$ cat src/sv/length_prefixed_frame_receiver_assert.svh
// ----------------------------------------------------------------------------
// length_prefixed_frame_receiver_assert.svh
// Assertion macros used by the frame receiver RTL.
// ----------------------------------------------------------------------------
`ifndef LENGTH_PREFIXED_FRAME_RECEIVER_ASSERT_SVH
`define LENGTH_PREFIXED_FRAME_RECEIVER_ASSERT_SVH

// Check that cond implies expr in the same cycle, outside reset.
`define LPFR_ASSERT_SAME(label, clk, rst_n, cond, expr, msg) \
    label: assert property (@(posedge clk) disable iff (!(rst_n)) \
        (cond) |-> (expr)) else $error(msg);

// Check that cond implies expr in the next cycle, outside reset.
`define LPFR_ASSERT_NEXT(label, clk, rst_n, cond, expr, msg) \
    label: assert property (@(posedge clk) disable iff (!(rst_n)) \
        (cond) |=> (expr)) else $error(msg);

`endif

$ cat src/sv/lpfr_pkg.sv
// ----------------------------------------------------------------------------
// lpfr_pkg
// Types and constants of the length-prefixed frame receiver.
// ----------------------------------------------------------------------------
`timescale 1ns / 1ps

package lpfr_pkg;

    localparam logic [7:0]  CH_SOH        = 8'h01;
    localparam logic [7:0]  CH_STX        = 8'h02;
    localparam logic [7:0]  CH_ETX        = 8'h03;
    localparam int unsigned HDR_BYTES     = 5;
    localparam logic [15:0] MAX_LEN_RESET = 16'd1024;

    typedef enum logic [2:0] {
        PH_HUNT    = 3'd0,
        PH_LEN_HI  = 3'd1,
        PH_LEN_LO  = 3'd2,
        PH_STX     = 3'd3,
        PH_PAYLOAD = 3'd4,
        PH_ETX     = 3'd5
    } t_phase;

    typedef enum logic [2:0] {
        ERR_NONE = 3'd0,
        ERR_SOH  = 3'd1,
        ERR_LEN  = 3'd2,
        ERR_STX  = 3'd3,
        ERR_ETX  = 3'd4
    } t_err;

    typedef struct packed {
        logic [7:0] payload_byte;
        logic       payload_valid;
        logic       frame_done;
        t_err       error_code;
    } t_result;

endpackage

$ cat src/sv/lpfr_step.sv
// ----------------------------------------------------------------------------
// lpfr_step
// Next-state and result logic for one received byte.
// ----------------------------------------------------------------------------
`timescale 1ns / 1ps

module lpfr_step #(
    parameter int LENGTH_BITS = 16
) (
    input  lpfr_pkg::t_phase         i_phase,
    input  logic [7:0]               i_length_high,
    input  logic [LENGTH_BITS-1:0]   i_remaining,
    input  logic [15:0]              i_max_len,
    input  logic [7:0]               i_byte,
    output lpfr_pkg::t_phase         o_phase,
    output logic [7:0]               o_length_high,
    output logic [LENGTH_BITS-1:0]   o_remaining,
    output lpfr_pkg::t_result        o_result
);

    localparam logic [LENGTH_BITS-1:0] HDR_L = LENGTH_BITS'(lpfr_pkg::HDR_BYTES);

    logic [15:0]              w_raw;
    logic [LENGTH_BITS-1:0]   w_total;
    logic [LENGTH_BITS-1:0]   w_dec;
    logic                     w_len_bad;

    // Assemble the big-endian length and fit it to the counter width.
    assign w_raw     = {i_length_high, i_byte};
    assign w_total   = LENGTH_BITS'(w_raw);
    assign w_len_bad = (w_total < HDR_L) || (33'(w_total) > 33'(i_max_len));
    assign w_dec     = (i_remaining != '0) ? (i_remaining - LENGTH_BITS'(1)) : i_remaining;

    always_comb begin
        o_phase       = i_phase;
        o_length_high = i_length_high;
        o_remaining   = i_remaining;
        o_result      = '{payload_byte: 8'h00, payload_valid: 1'b0,
                          frame_done: 1'b0, error_code: lpfr_pkg::ERR_NONE};
        unique case (i_phase)
            lpfr_pkg::PH_LEN_HI: begin
                o_length_high = i_byte;
                o_phase       = lpfr_pkg::PH_LEN_LO;
            end
            lpfr_pkg::PH_LEN_LO: begin
                if (w_len_bad) begin
                    o_result.error_code = lpfr_pkg::ERR_LEN;
                    o_phase             = lpfr_pkg::PH_HUNT;
                end else begin
                    o_remaining = w_total - HDR_L;
                    o_phase     = lpfr_pkg::PH_STX;
                end
            end
            lpfr_pkg::PH_STX: begin
                if (i_byte != lpfr_pkg::CH_STX) begin
                    o_result.error_code = lpfr_pkg::ERR_STX;
                    o_phase             = lpfr_pkg::PH_HUNT;
                end else if (i_remaining == '0) begin
                    o_phase = lpfr_pkg::PH_ETX;
                end else begin
                    o_phase = lpfr_pkg::PH_PAYLOAD;
                end
            end
            lpfr_pkg::PH_PAYLOAD: begin
                o_result.payload_byte  = i_byte;
                o_result.payload_valid = 1'b1;
                o_remaining            = w_dec;
                if (w_dec == '0) begin
                    o_phase = lpfr_pkg::PH_ETX;
                end
            end
            lpfr_pkg::PH_ETX: begin
                if (i_byte == lpfr_pkg::CH_ETX) begin
                    o_result.frame_done = 1'b1;
                end else begin
                    o_result.error_code = lpfr_pkg::ERR_ETX;
                end
                o_phase = lpfr_pkg::PH_HUNT;
            end
            default: begin
                // Hunt; unused codes fall here too.
                if (i_byte == lpfr_pkg::CH_SOH) begin
                    o_phase = lpfr_pkg::PH_LEN_HI;
                end else begin
                    o_result.error_code = lpfr_pkg::ERR_SOH;
                    o_phase             = lpfr_pkg::PH_HUNT;
                end
            end
        endcase
    end

endmodule

$ cat src/sv/length_prefixed_frame_receiver.sv
// ----------------------------------------------------------------------------
// length_prefixed_frame_receiver
// Deframer for SOH / length / STX / payload / ETX byte streams.
// ----------------------------------------------------------------------------
// The receiver takes one byte per cycle while results are taken and returns
// exactly one result per byte, through an input and a result register.
// Frames are SOH (0x01), a 16-bit big-endian total length that counts the
// payload plus five header bytes, STX (0x02), the payload and ETX (0x03).
// Payload bytes come out with o_payload_valid set, a correct ETX raises
// o_frame_done, and any framing fault gives a nonzero o_error_code (1 bad SOH,
// 2 bad length, 3 bad STX, 4 bad ETX) and restarts the hunt for SOH with the
// next byte. Throughput is one byte per cycle: the byte sits in an input
// register, the phase and length counter are updated as it is processed, and
// the result lands in an output register, so a byte can follow every cycle
// while results are taken. A stalled result holds one more byte in the input
// register and then stalls the input. Write i_cfg_wdata with i_cfg_we to
// set the largest accepted total length (reset 1024); write it only while
// the receiver is idle.
// ----------------------------------------------------------------------------
`timescale 1ns / 1ps
`include "length_prefixed_frame_receiver_assert.svh"

module length_prefixed_frame_receiver #(
    parameter int LENGTH_BITS = 16
) (
    input  logic        i_clk,
    input  logic        i_rst_n,
    // configuration
    input  logic        i_cfg_we,
    input  logic [15:0] i_cfg_wdata,
    // received bytes
    input  logic        i_rx_valid,
    output logic        o_rx_stall,
    input  logic [7:0]  i_rx_byte,
    // results
    output logic        o_pl_valid,
    input  logic        i_pl_stall,
    output logic [7:0]  o_payload_byte,
    output logic        o_payload_valid,
    output logic        o_frame_done,
    output logic [2:0]  o_error_code
);

    // Configuration register
    logic [15:0]              r_max_len;

    // Input register
    logic                     r_in_valid;
    logic [7:0]               r_in_byte;

    // Frame state
    lpfr_pkg::t_phase         r_phase;
    lpfr_pkg::t_phase         n_phase;
    logic [7:0]               r_length_high;
    logic [7:0]               n_length_high;
    logic [LENGTH_BITS-1:0]   r_remaining;
    logic [LENGTH_BITS-1:0]   n_remaining;

    // Result register
    logic                     r_out_valid;
    lpfr_pkg::t_result        r_res;
    lpfr_pkg::t_result        n_res;

    logic                     w_adv;
    logic                     w_proc;
    logic                     w_rx_take;

    // Advance the input stage whenever the result register is free or drains.
    assign w_adv      = !r_out_valid || !i_pl_stall;
    assign w_proc     = r_in_valid && w_adv;
    assign o_rx_stall = r_in_valid && !w_adv;
    assign w_rx_take  = i_rx_valid && !o_rx_stall;

    lpfr_step #(
        .LENGTH_BITS (LENGTH_BITS)
    ) u_step (
        .i_phase       (r_phase),
        .i_length_high (r_length_high),
        .i_remaining   (r_remaining),
        .i_max_len     (r_max_len),
        .i_byte        (r_in_byte),
        .o_phase       (n_phase),
        .o_length_high (n_length_high),
        .o_remaining   (n_remaining),
        .o_result      (n_res)
    );

    // Hold the largest accepted length.
    always_ff @(posedge i_clk) begin
        if (!i_rst_n) begin
            r_max_len <= lpfr_pkg::MAX_LEN_RESET;
        end else if (i_cfg_we) begin
            r_max_len <= i_cfg_wdata;
        end
    end

    // Capture a byte transaction; drop the slot once it has been processed.
    always_ff @(posedge i_clk) begin
        if (!i_rst_n) begin
            r_in_valid <= 1'b0;
        end else if (w_rx_take) begin
            r_in_valid <= 1'b1;
        end else if (w_adv) begin
            r_in_valid <= 1'b0;
        end
    end

    always_ff @(posedge i_clk) begin
        if (w_rx_take) begin
            r_in_byte <= i_rx_byte;
        end
    end

    // Phase register and length bookkeeping: advance once per processed byte.
    always_ff @(posedge i_clk) begin
        if (!i_rst_n) begin
            r_phase       <= lpfr_pkg::PH_HUNT;
            r_length_high <= 8'h00;
            r_remaining   <= '0;
        end else if (w_proc) begin
            r_phase       <= n_phase;
            r_length_high <= n_length_high;
            r_remaining   <= n_remaining;
        end
    end

    // Result register: load a new result whenever the stage advances.
    always_ff @(posedge i_clk) begin
        if (!i_rst_n) begin
            r_out_valid <= 1'b0;
        end else if (w_adv) begin
            r_out_valid <= r_in_valid;
        end
    end

    always_ff @(posedge i_clk) begin
        if (w_proc) begin
            r_res <= n_res;
        end
    end

    assign o_pl_valid      = r_out_valid;
    assign o_payload_byte  = r_res.payload_byte;
    assign o_payload_valid = r_res.payload_valid;
    assign o_frame_done    = r_res.frame_done;
    assign o_error_code    = r_res.error_code;

    // A payload phase always has at least one byte left to come.
    `LPFR_ASSERT_SAME(a_payload_left, i_clk, i_rst_n, r_phase == lpfr_pkg::PH_PAYLOAD, r_remaining != '0, "payload phase with zero bytes left")

    // A payload result never carries completion or an error.
    `LPFR_ASSERT_SAME(a_result_kind, i_clk, i_rst_n, o_pl_valid && o_payload_valid, !o_frame_done && (o_error_code == lpfr_pkg::ERR_NONE), "payload result mixed with done or error")

    // A non-payload result carries a zero payload byte.
    `LPFR_ASSERT_SAME(a_byte_zero, i_clk, i_rst_n, o_pl_valid && !o_payload_valid, o_payload_byte == 8'h00, "payload byte not cleared")

    // Any error or completed frame sends the receiver back to hunting.
    `LPFR_ASSERT_NEXT(a_back_to_hunt, i_clk, i_rst_n, w_proc && (n_res.frame_done || (n_res.error_code != lpfr_pkg::ERR_NONE)), r_phase == lpfr_pkg::PH_HUNT, "no return to hunt after frame end")

endmodule

$ cat config.mk
export PLATFORM = sky130hd
export DESIGN_NAME = length_prefixed_frame_receiver
export DESIGN_NICKNAME = d
export VERILOG_FILES = /design/src/sv/lpfr_pkg.sv /design/src/sv/lpfr_step.sv /design/src/sv/length_prefixed_frame_receiver.sv
export VERILOG_INCLUDE_DIRS = /design/src /design/src/sv
export SDC_FILE = /design/constraint.sdc
export NUM_CORES = 1
export LEC_CHECK = 0
export BUFFER_PORTS_ARGS = -buffer_cell sky130_fd_sc_hd__buf_2
export CAP_MARGIN = 10
export CORE_ASPECT_RATIO = 0.7
export CORE_MARGIN = 2
export CORE_UTILIZATION = 59
export DETAILED_ROUTE_END_ITERATION = 10
export PLACE_DENSITY_LB_ADDON = 0.1
export RECOVER_POWER = 100
export SETUP_SLACK_MARGIN = 0.4
export SLEW_MARGIN = 20
export SYNTH_ARGS = -nofsm -noshare
export SYNTH_HDL_FRONTEND = slang
export SYNTH_SLANG_ARGS = --single-unit
$ cat constraint.sdc
create_clock -name i_clk -period 2.9 [get_ports i_clk]
set_clock_uncertainty 0.2 [all_clocks]
set_input_delay 0.145 -clock i_clk [delete_from_list [all_inputs] [get_ports i_clk]]
set_output_delay 0.145 -clock i_clk [all_outputs]
set_load 0.005 [all_outputs]
==> results of run 1 <==
## layout make-up
cell class / count / area [sq um] / area share
Multi-Input combinational cell: 317 / 2266 / 0.4554
Sequential cell: 66 / 1544 / 0.3103
Timing Repair Buffer: 110 / 785.8 / 0.1579
Clock buffer: 9 / 123.9 / 0.02489
Tap cell: 78 / 97.59 / 0.01961
Inverter: 24 / 90.09 / 0.01810
Clock inverter: 7 / 68.82 / 0.01383
## how the worst max path moves through the flow
stage | endpoint | slack [ps] | startpoint
floorplan | r_remaining[11] | 370 | r_in_byte[5]
global placement | o_error_code[1] | 90 | r_in_byte[5]
detailed placement | o_error_code[1] | 80 | r_in_byte[6]
CTS | o_error_code[1] | 290 | r_in_byte[5]
global route | r_remaining[1] | 80 | r_in_byte[7]
finish | r_remaining[1] | 150 | r_in_byte[7]
## layer usage
| layer | share of wire | routed length, microns | up-vias |
|---|---|---|---|
| met5 | 0 | 0 | - |
| met4 | 0.019 | 226 | 0 |
| met3 | 0.11 | 1335 | 44 |
| met2 | 0.45 | 5232 | 298 |
| met1 | 0.42 | 4895 | 1825 |
| li1 | - | - | 1759 |
## sequential cells by signal, summed over array words and instances (netlist names)
| register | count |
|---|---|
| r_length_high | 8 |
| o_pl_valid | 1 |
| r_remaining | 16 |
| o_payload_byte | 8 |
| r_max_len | 16 |
| r_in_valid | 1 |
| r_phase | 3 |
| r_in_byte | 8 |
| o_error_code | 3 |
| o_frame_done | 1 |
| o_payload_valid | 1 |
## layout by cell type (no fill, tap or decap), types with 12 or more instances in the layout
cell type                       instances
sky130_fd_sc_hd__mux2i_1               17
sky130_fd_sc_hd__ha_1                  18
sky130_fd_sc_hd__buf_4                 25
sky130_fd_sc_hd__nand3_1               16
sky130_fd_sc_hd__buf_2                 36
sky130_fd_sc_hd__dlygate4sd3_1         28
sky130_fd_sc_hd__inv_1                 22
sky130_fd_sc_hd__edfxtp_1              21
sky130_fd_sc_hd__nor2_1                48
sky130_fd_sc_hd__dfxtp_1               37
sky130_fd_sc_hd__a21oi_1               35
sky130_fd_sc_hd__nand2_1               39
sky130_fd_sc_hd__clkbuf_1              12
## critical path, stage by stage, from the launching register on
cell and delay [ps]:
sky130_fd_sc_hd__edfxtp_1 450, sky130_fd_sc_hd__clkbuf_1 170, sky130_fd_sc_hd__or3_4 420, sky130_fd_sc_hd__nor4_4 260, sky130_fd_sc_hd__nand3_1 160, sky130_fd_sc_hd__nand4_1 200
sky130_fd_sc_hd__a2bb2oi_4 280, sky130_fd_sc_hd__clkbuf_2 240, sky130_fd_sc_hd__buf_6 120, sky130_fd_sc_hd__o221a_2 180
## where the power goes
group / switching (uW) / total [uW] / internal, uW
registers: 15.8 / 994 / 979
clock network: 394 / 789 / 395
logic: 128 / 237 / 108
total: 538 / 2020 / 1480
## stage by stage
| stage | power [uW] | cell area, sq um | cells | util |
|---|---|---|---|---|
| 6_report | 2021 | 4976 | 611 | 0.8005 |
| 2_1_floorplan | 1117 | 3801 | 431 | - |
| 3_3_place_gp | 1178 | 4128 | 544 | 0.6641 |
| 3_5_place_dp | 1186 | 4128 | 544 | 0.6641 |
| 4_1_cts | 1991 | 4812 | 602 | 0.7742 |
| 5_1_grt | 2070 | 4976 | 611 | 0.8005 |
## logic make-up after synthesis
group,count (synthesis),synth area share
buffers and inverters,48,0.05287
muxes,17,0.04494
xor gates and xnor gates,17,0.03933
DFF,66,0.4045
adders and majority gates,21,0.06940
and+or+nand+nor,162,0.2161
AOI/OAI and AO/OA,100,0.1728
## repair_timing
action,in CTS,in global routing
pin swaps,7,16
resized for setup,28,37
hold endpoints to repair,32,0
setup buffers,12,9
cloned,2,0
setup endpoints to repair,18,19
hold buffers,28,0
==> flow_summary.ini, run 1 <==
[floorplanning]
core-area_sq_mm = 0.006216
initial_utilization = 0.6091
die-area_sq_mm = 0.007084
die_x_microns = 99.75
placement_rows = 24
io_pins = 44
die_h_microns = 71.02

[sta]
max_slew_margin = 0.3080
timing_max_transition_violations_final = 0
worst-slew-pin-transition_ps = 1038
finalHoldViolCount = 0
max_freq_ghz = 0.3631
finalCritPeriodShare = 0.9496
timing.setup.tns_ps = 0
rsz0062_at_grt = yes
hold-worst-slack_ps = 130.5
final.setup.worst_slack_ps = 146.1
setup-violations-final = 0
finalCriticalPeriod_ps = 2754

[worst_setup_path]
worstReg2RegEnd = r_remaining[1]
reg2reg_setup_slack_ps = 150
worstSetupEndpointType = flop
timing.critical_path.arrival_ps = 2860
worstPathRequired_ps = 3000
crit_type = flop to flop
r2r-start = r_in_byte[7]
critical_path.startpoint_type = flop
cp_max_fo = 6
ff_to_ff_path_depth = 9

[clock_network]
clk_pin_slew_ps = 80
cts_tree = yes
cts.sink_count = 66
htree_levels = 3
tritoncts.num_buffers = 9
clock_tree.root_cell = sky130_fd_sc_hd__clkbuf_8
insertion_delay_ps = 360
clock_path_buffers = 2

[logic_synthesis]
ys_ff_latch = 66
synthFlopType = sky130_fd_sc_hd__dfxtp_1
post_synth.cell_area_avg_sq_um = 8.785
netlist-cell-type-count = 51
seq_area_frac_synth = 0.4045
yosysWarnings = 0
yosysMostFrequentCell = sky130_fd_sc_hd__nor2_1
synth.cell_area_sq_mm = 0.003786
synth_edf_count = 21
synthesis.nets = 481
synth_area_leaders = sky130_fd_sc_hd__dfxtp_1, sky130_fd_sc_hd__edfxtp_1, sky130_fd_sc_hd__ha_1
yosysTopAreaCell = sky130_fd_sc_hd__dfxtp_1
synth_cells = 431
synth_top_area_share = 0.2379
synth_async_sr_flop_share = 0
synth_common_cells = sky130_fd_sc_hd__nor2_1, sky130_fd_sc_hd__dfxtp_1, sky130_fd_sc_hd__nand2_1, sky130_fd_sc_hd__a21oi_1, sky130_fd_sc_hd__inv_1

[drt]
drt_wl_total_microns = 11690
ant_nets = 0
drtIter0Drc = 478
drt_pass1_iterations = 8
vias = 3926
avgViaCountPerCell = 6.426
dr_drc_count = 0
routedWlPerCell_microns = 19.13

[pwr]
cellLeakagePower_uw = 0.002074
power_density_mw_per_mm2 = 406.1
vdd_drop_max_uv = 302.4

[hold_path]
hold_path.class = input port to flop
worstHoldPathCells = 3
worst_hold_path.endpoint = r_max_len[12]
worstHoldStart = i_cfg_we

[placed_design]
place.detailed.hpwl_microns = 6962
place_worst_setup_slack_ps = 80.56
globalplace.congestion = 0.9325
buffer_ports.inserted = 43

[global_routing]
antenna_found_initial = 0
grt_use_met1 = 0.4607
grt_util_met3 = 0.08992
grt_max_degree = 26
gr-max-usage-layer = met2
first_global_vias = 3490
global_route_track_usage_on_met2 = 0.4940
grt_overflow = 0
grtUsageTotal = 0.3252
grt_pass1_wl_microns = 17780

[job]
maxCapViolCount = 0

[layout]
fillCellCount = 370
antenna-diode-count = 0
number_of_nets_at_the_end_of_the_flow = 578
final_layout_size_suffix_gt1_frac = 0.2420
areaGrowthSynthToFinish_pct = 31.43

[status]
outcome = finished clean
No activity file was read; power rests on OpenSTA's default activity.
==> run 2, diff against run 1 <==
Settings changed: CORE_MARGIN 2 to 10, CORE_UTILIZATION 59 to 63, MAX_ROUTING_LAYER set to met4.
Clock period 2.9 ns to 3.41 ns, I/O delays scaled along.
==> flow_summary.ini, run 2 (synthesis results as in run 1) <==
[sta]
max_slew_margin = 0.2690
finalCriticalPeriod_ps = 3113
hold-worst-slack_ps = 147.2
timing.setup.tns_ps = 0
worst-slew-pin-transition_ps = 1097
final.setup.worst_slack_ps = 297.3
timing_max_transition_violations_final = 0
rsz0062_at_grt = no
max_freq_ghz = 0.3213
finalCritPeriodShare = 0.9128
setup-violations-final = 0
finalHoldViolCount = 0

[worst_setup_path]
worstSetupEndpointType = flop
reg2reg_setup_slack_ps = 300
cpMaxStageDelayCell = sky130_fd_sc_hd__a2111oi_0
crit_start = r_in_byte[1]
cp_cell_sequence = ha_1 > nor2b_1 > o211ai_1 > a2111o_1 > a31oi_2 > nand2b_1 > nor2_1 > a2111oi_0
critical-path-top-delay-family = compound AO/OA/AOI/OAI gates
critical_path.startpoint_type = flop
cp_max_fo = 6
crit_type = flop to flop
r2r-start = r_in_byte[1]
worstPathRequired_ps = 3280
worstReg2RegEnd = o_error_code[1]
timing.critical_path.arrival_ps = 2980
cpPeakStageDelay_ps = 610
ff_to_ff_path_depth = 8
worst-path-buf-inv = 0

[layout]
number_of_nets_at_the_end_of_the_flow = 552
layout.cells.most_common_list = sky130_fd_sc_hd__nor2_1, sky130_fd_sc_hd__dfxtp_1, sky130_fd_sc_hd__nand2_1
layout_top_registers = r_max_len (16), r_remaining (16)
multi_input_comb_area_sq_mm = 0.002066
fillCellCount = 406
final_layout_size_suffix_gt1_frac = 0.1243
post-route-util = 0.7846
layout_commonest_cell = sky130_fd_sc_hd__nor2_1
regArea_sq_mm = 0.001531
areaGrowthSynthToFinish_pct = 19.86
antenna-diode-count = 0

[global_routing]
grt_pass1_wl_microns = 17300
grtUsageTotal = 0.2248
grt_overflow = 0
grt_max_degree = 25
first_global_vias = 3497
antenna_found_initial = 0

[pwr]
share_seq_of_total_power = 0.509
switching_share = 0.2571
p_switching_uw = 431.9
vdd_drop_max_uv = 323.0
portion_of_total_power_attributed_to_the_clock_network = 0.392
power.internal_uw = 1248
combPwrFrac = 0.100
cellLeakagePower_uw = 0.001868
power_density_mw_per_mm2 = 370.2

[drt]
vias = 3577
drt_wl_total_microns = 10670
avgViaCountPerCell = 6.146
dr_drc_count = 0
drtIter0Drc = 410
drt_pass1_iterations = 5
routedWlPerCell_microns = 18.34
ant_nets = 0

[floorplanning]
io_pins = 44
die-area_sq_mm = 0.009560
initial_utilization = 0.6546
placement_rows = 23
die_x_microns = 112.7
core-area_sq_mm = 0.005784
die_h_microns = 84.86

[placed_design]
globalplace.congestion = 0.9230
buffer_ports.inserted = 43
place_worst_setup_slack_ps = 271.2
place.detailed.hpwl_microns = 7102

[hold_path]
worstHoldPathCells = 3
worst_hold_path.endpoint = r_max_len[15]
hold_path.class = input port to flop
worstHoldStart = i_cfg_we

[clock_network]
insertion_delay_ps = 350
cts_tree = yes
htree_levels = 3
clock_path_buffers = 2
clock_tree.root_cell = sky130_fd_sc_hd__clkbuf_8
tritoncts.num_buffers = 9
clk_pin_slew_ps = 80
cts.sink_count = 66

[status]
outcome = finished clean

[job]
maxCapViolCount = 0
run 2: through the flow:
stage / instances / total power [uW] / cell area [sq um]
floorplan: 431 / 950.0 / 3786
global placement: 530 / 994.9 / 4029
detailed placement: 530 / 1002 / 4029
CTS: 574 / 1670 / 4508
global route: 582 / 1736 / 4538
finish: 582 / 1680 / 4538
run 2: worst reg2reg max path, delay by kind of cell (launching register included):
family / cells / cell delay, ps
and+or+nand+nor: 3 / 450
DFF: 1 / 510
AOI/OAI and AO/OA: 4 / 1310
adders and majority gates: 1 / 360
run 2: how the worst max path moves through the flow:
stage,cells past startpoint,slack [ps],to
final,8,300,o_error_code[1]
after global placement,8,560,r_remaining[11]
after CTS,9,450,r_remaining[11]
after floorplan,9,830,r_remaining[11]
after global routing,9,250,r_remaining[6]
after detailed placement,8,270,o_error_code[1]
run 2: what timing repair did:
item                       CTS  global route
setup endpoints to repair    1             4
hold endpoints to repair    28             0
pin swaps                    0             1
cloned                       0             0
buffers inserted             0             8
resized for setup            2             3
hold buffers                28             0
run 2: cell type report:
type,instances,share of cell area
timing repair buffer,84,0.1243
inverter,24,0.01985
tap,75,0.02068
sequential,66,0.3375
clock inverter,7,0.01516
multi-input combinational,317,0.4552
clock buffer,9,0.02730
run 2: power groups by stage:
stage | combinational, uW | clock, uW | sequential, uW
5_1_grt | 184 | 696 | 856
6_report | 167 | 658 | 854
2_1_floorplan | 86.8 | 0 | 863
3_3_place_gp | 123 | 0 | 871
3_5_place_dp | 129 | 0 | 873
4_1_cts | 155 | 660 | 855
run 2: metal layers:
layer,vias to the layer above,track usage,wire [microns]
li1,1710,-,-
met1,1642,0.2846,4464
met2,207,0.3460,4983
met3,18,0.05837,1088
met4,0,0.06667,136
met5,-,-,0
==> run 3, diff against run 2 <==
--- a/config.mk
+++ b/config.mk
@@ -15,4 +15,4 @@
 export MAX_ROUTING_LAYER = met4
-export PLACE_DENSITY_LB_ADDON = 0.1
-export RECOVER_POWER = 100
+export PLACE_DENSITY = 0.85
+export RECOVER_POWER = 25
 export SETUP_SLACK_MARGIN = 0.4
--- a/constraint.sdc
+++ b/constraint.sdc
@@ -4,2 +4,2 @@
 set_output_delay 0.1705 -clock i_clk [all_outputs]
-set_load 0.005 [all_outputs]
+set_load 0.01 [all_outputs]
==> flow_summary.ini, run 3 (synthesis results as in run 1) <==
[status]
outcome = finished clean

[drt]
routedWlPerCell_microns = 19.21
avgViaCountPerCell = 6.409
drtIter0Drc = 632
ant_nets = 0
dr.max_layer_used = met4
dr_drc_count = 0
vias = 3717
wl_met3_microns = 1333
drt_wl_total_microns = 11140
wl_met2_microns = 5126
drt_pass1_iterations = 6
drt-met1-wl_microns = 4319

[sta]
finalCritPeriodShare = 0.8407
max_slew_margin = 0.2517
finalCriticalPeriod_ps = 2867
max_freq_ghz = 0.3488
setup-violations-final = 0
timing.setup.tns_ps = 0
worst-slew-pin-transition_ps = 1122
rsz0062_at_grt = no
timing_max_transition_violations_final = 0
hold-worst-slack_ps = 158.5
finalHoldViolCount = 0

[worst_setup_path]
worstSetupEndpointType = flop
cp_max_fo = 8
crit_type = flop to flop
worstPathRequired_ps = 3450
timing.critical_path.arrival_ps = 2910
critical_path.startpoint_type = flop

[global_routing]
antenna_found_initial = 2
grt_max_degree = 25
first_global_vias = 3598
grt_pass1_wl_microns = 18090
grt_overflow = 0
grtUsageTotal = 0.2347

[floorplanning]
initial_utilization = 0.6546
core-area_sq_mm = 0.005784
die_h_microns = 84.86
placement_rows = 23
io_pins = 44
die-area_sq_mm = 0.009560
die_x_microns = 112.7

[layout]
final_layout_size_suffix_gt1_frac = 0.1233
layout.cells.most_common_list = sky130_fd_sc_hd__nor2_1, sky130_fd_sc_hd__dfxtp_1, sky130_fd_sc_hd__nand2_1
areaGrowthSynthToFinish_pct = 19.56
multi_input_comb_area_sq_mm = 0.002082
post-route-util = 0.7826
final-instance-count-excl-fill = 580
regArea_sq_mm = 0.001531
fillCellCount = 365
number_of_nets_at_the_end_of_the_flow = 548
layout_commonest_cell = sky130_fd_sc_hd__nor2_1
layout_top_registers = r_max_len (16), r_remaining (16)

[placed_design]
globalplace.congestion = 1.002
buffer_ports.inserted = 43
numPlacedInstances = 530
place.detailed.hpwl_microns = 7134

[pwr]
share_seq_of_total_power = 0.504
p_switching_uw = 424.0
cellLeakagePower_uw = 0.001854
combPwrFrac = 0.103
power_density_mw_per_mm2 = 373.5
portion_of_total_power_attributed_to_the_clock_network = 0.392
vdd_drop_max_uv = 297.2
power.internal_uw = 1267
switching_share = 0.2508
fin_total_pwr_uw = 1691

[clock_network]
clk_pin_slew_ps = 80
clock_path_buffers = 2
cts_tree = yes
tritoncts.num_buffers = 9
htree_levels = 3
insertion_delay_ps = 350
cts.sink_count = 66
clock_tree.root_cell = sky130_fd_sc_hd__clkbuf_8

[job]
maxCapViolCount = 0

[hold_path]
hold_path.class = input port to flop
-- run 3: metal layers --
metal / track usage / vias up
met1: 0.2840 / 1688
met5: - / -
met2: 0.3606 / 285
li1: - / 1695
met4: 0.09540 / 0
met3: 0.06751 / 49
-- run 3: final cells by class --
| class | count | area share |
|---|---|---|
| repair buffers | 80 | 0.1186 |
| inverters | 24 | 0.01990 |
| well taps | 75 | 0.02073 |
| clock inverters | 3 | 0.008568 |
| clock buffers | 13 | 0.03289 |
| multi-input cells | 317 | 0.4599 |
| diodes | 2 | 0.001106 |
| flip-flops and latches | 66 | 0.3383 |
-- run 3: final timing paths --
path                            cells after the start       startpoint  slack, ps              end
worst max-delay path                                8     r_in_byte[4]        540   r_remaining[1]
worst min-delay path                                3          i_rst_n        160   r_remaining[0]
worst max register to register                      8     r_in_byte[4]        540   r_remaining[1]
worst min register to register                      2  r_remaining[15]        300  r_remaining[15]
-- run 3: what timing repair did --
action | in CTS | in global routing
pin swaps | 0 | 1
resized for setup | 2 | 2
hold buffers | 27 | 0
endpoints found under the hold margin | 26 | 0
setup buffers | 0 | 5
setup endpoints to repair | 1 | 18
-- run 3: worst max-delay path: stages, from the launching register on --
cell,delay (ps)
sky130_fd_sc_hd__edfxtp_1,570
sky130_fd_sc_hd__ha_1,360
sky130_fd_sc_hd__nand4_1,120
sky130_fd_sc_hd__a2111o_1,420
sky130_fd_sc_hd__a31oi_2,270
sky130_fd_sc_hd__a2bb2oi_2,280
sky130_fd_sc_hd__buf_4,210
sky130_fd_sc_hd__a31oi_1,70
sky130_fd_sc_hd__o221a_2,260
-- run 3: power by group through the flow --
stage	registers (uW)	logic, uW	clock network (uW)
2_1_floorplan	866	86.8	0
3_3_place_gp	870	127	0
3_5_place_dp	872	134	0
4_1_cts	855	161	652
5_1_grt	855	192	692
6_report	853	174	663
-- run 3: through the flow --
| stage | setup slack [ps] | instance area, sq um |
|---|---|---|
| 2_1_floorplan | 828.7 | 3786 |
| 3_3_place_gp | 470.2 | 4029 |
| 3_5_place_dp | 291.4 | 4029 |
| 4_1_cts | 444.0 | 4493 |
| 5_1_grt | 406.2 | 4527 |
| 6_report | 543.2 | 4527 |
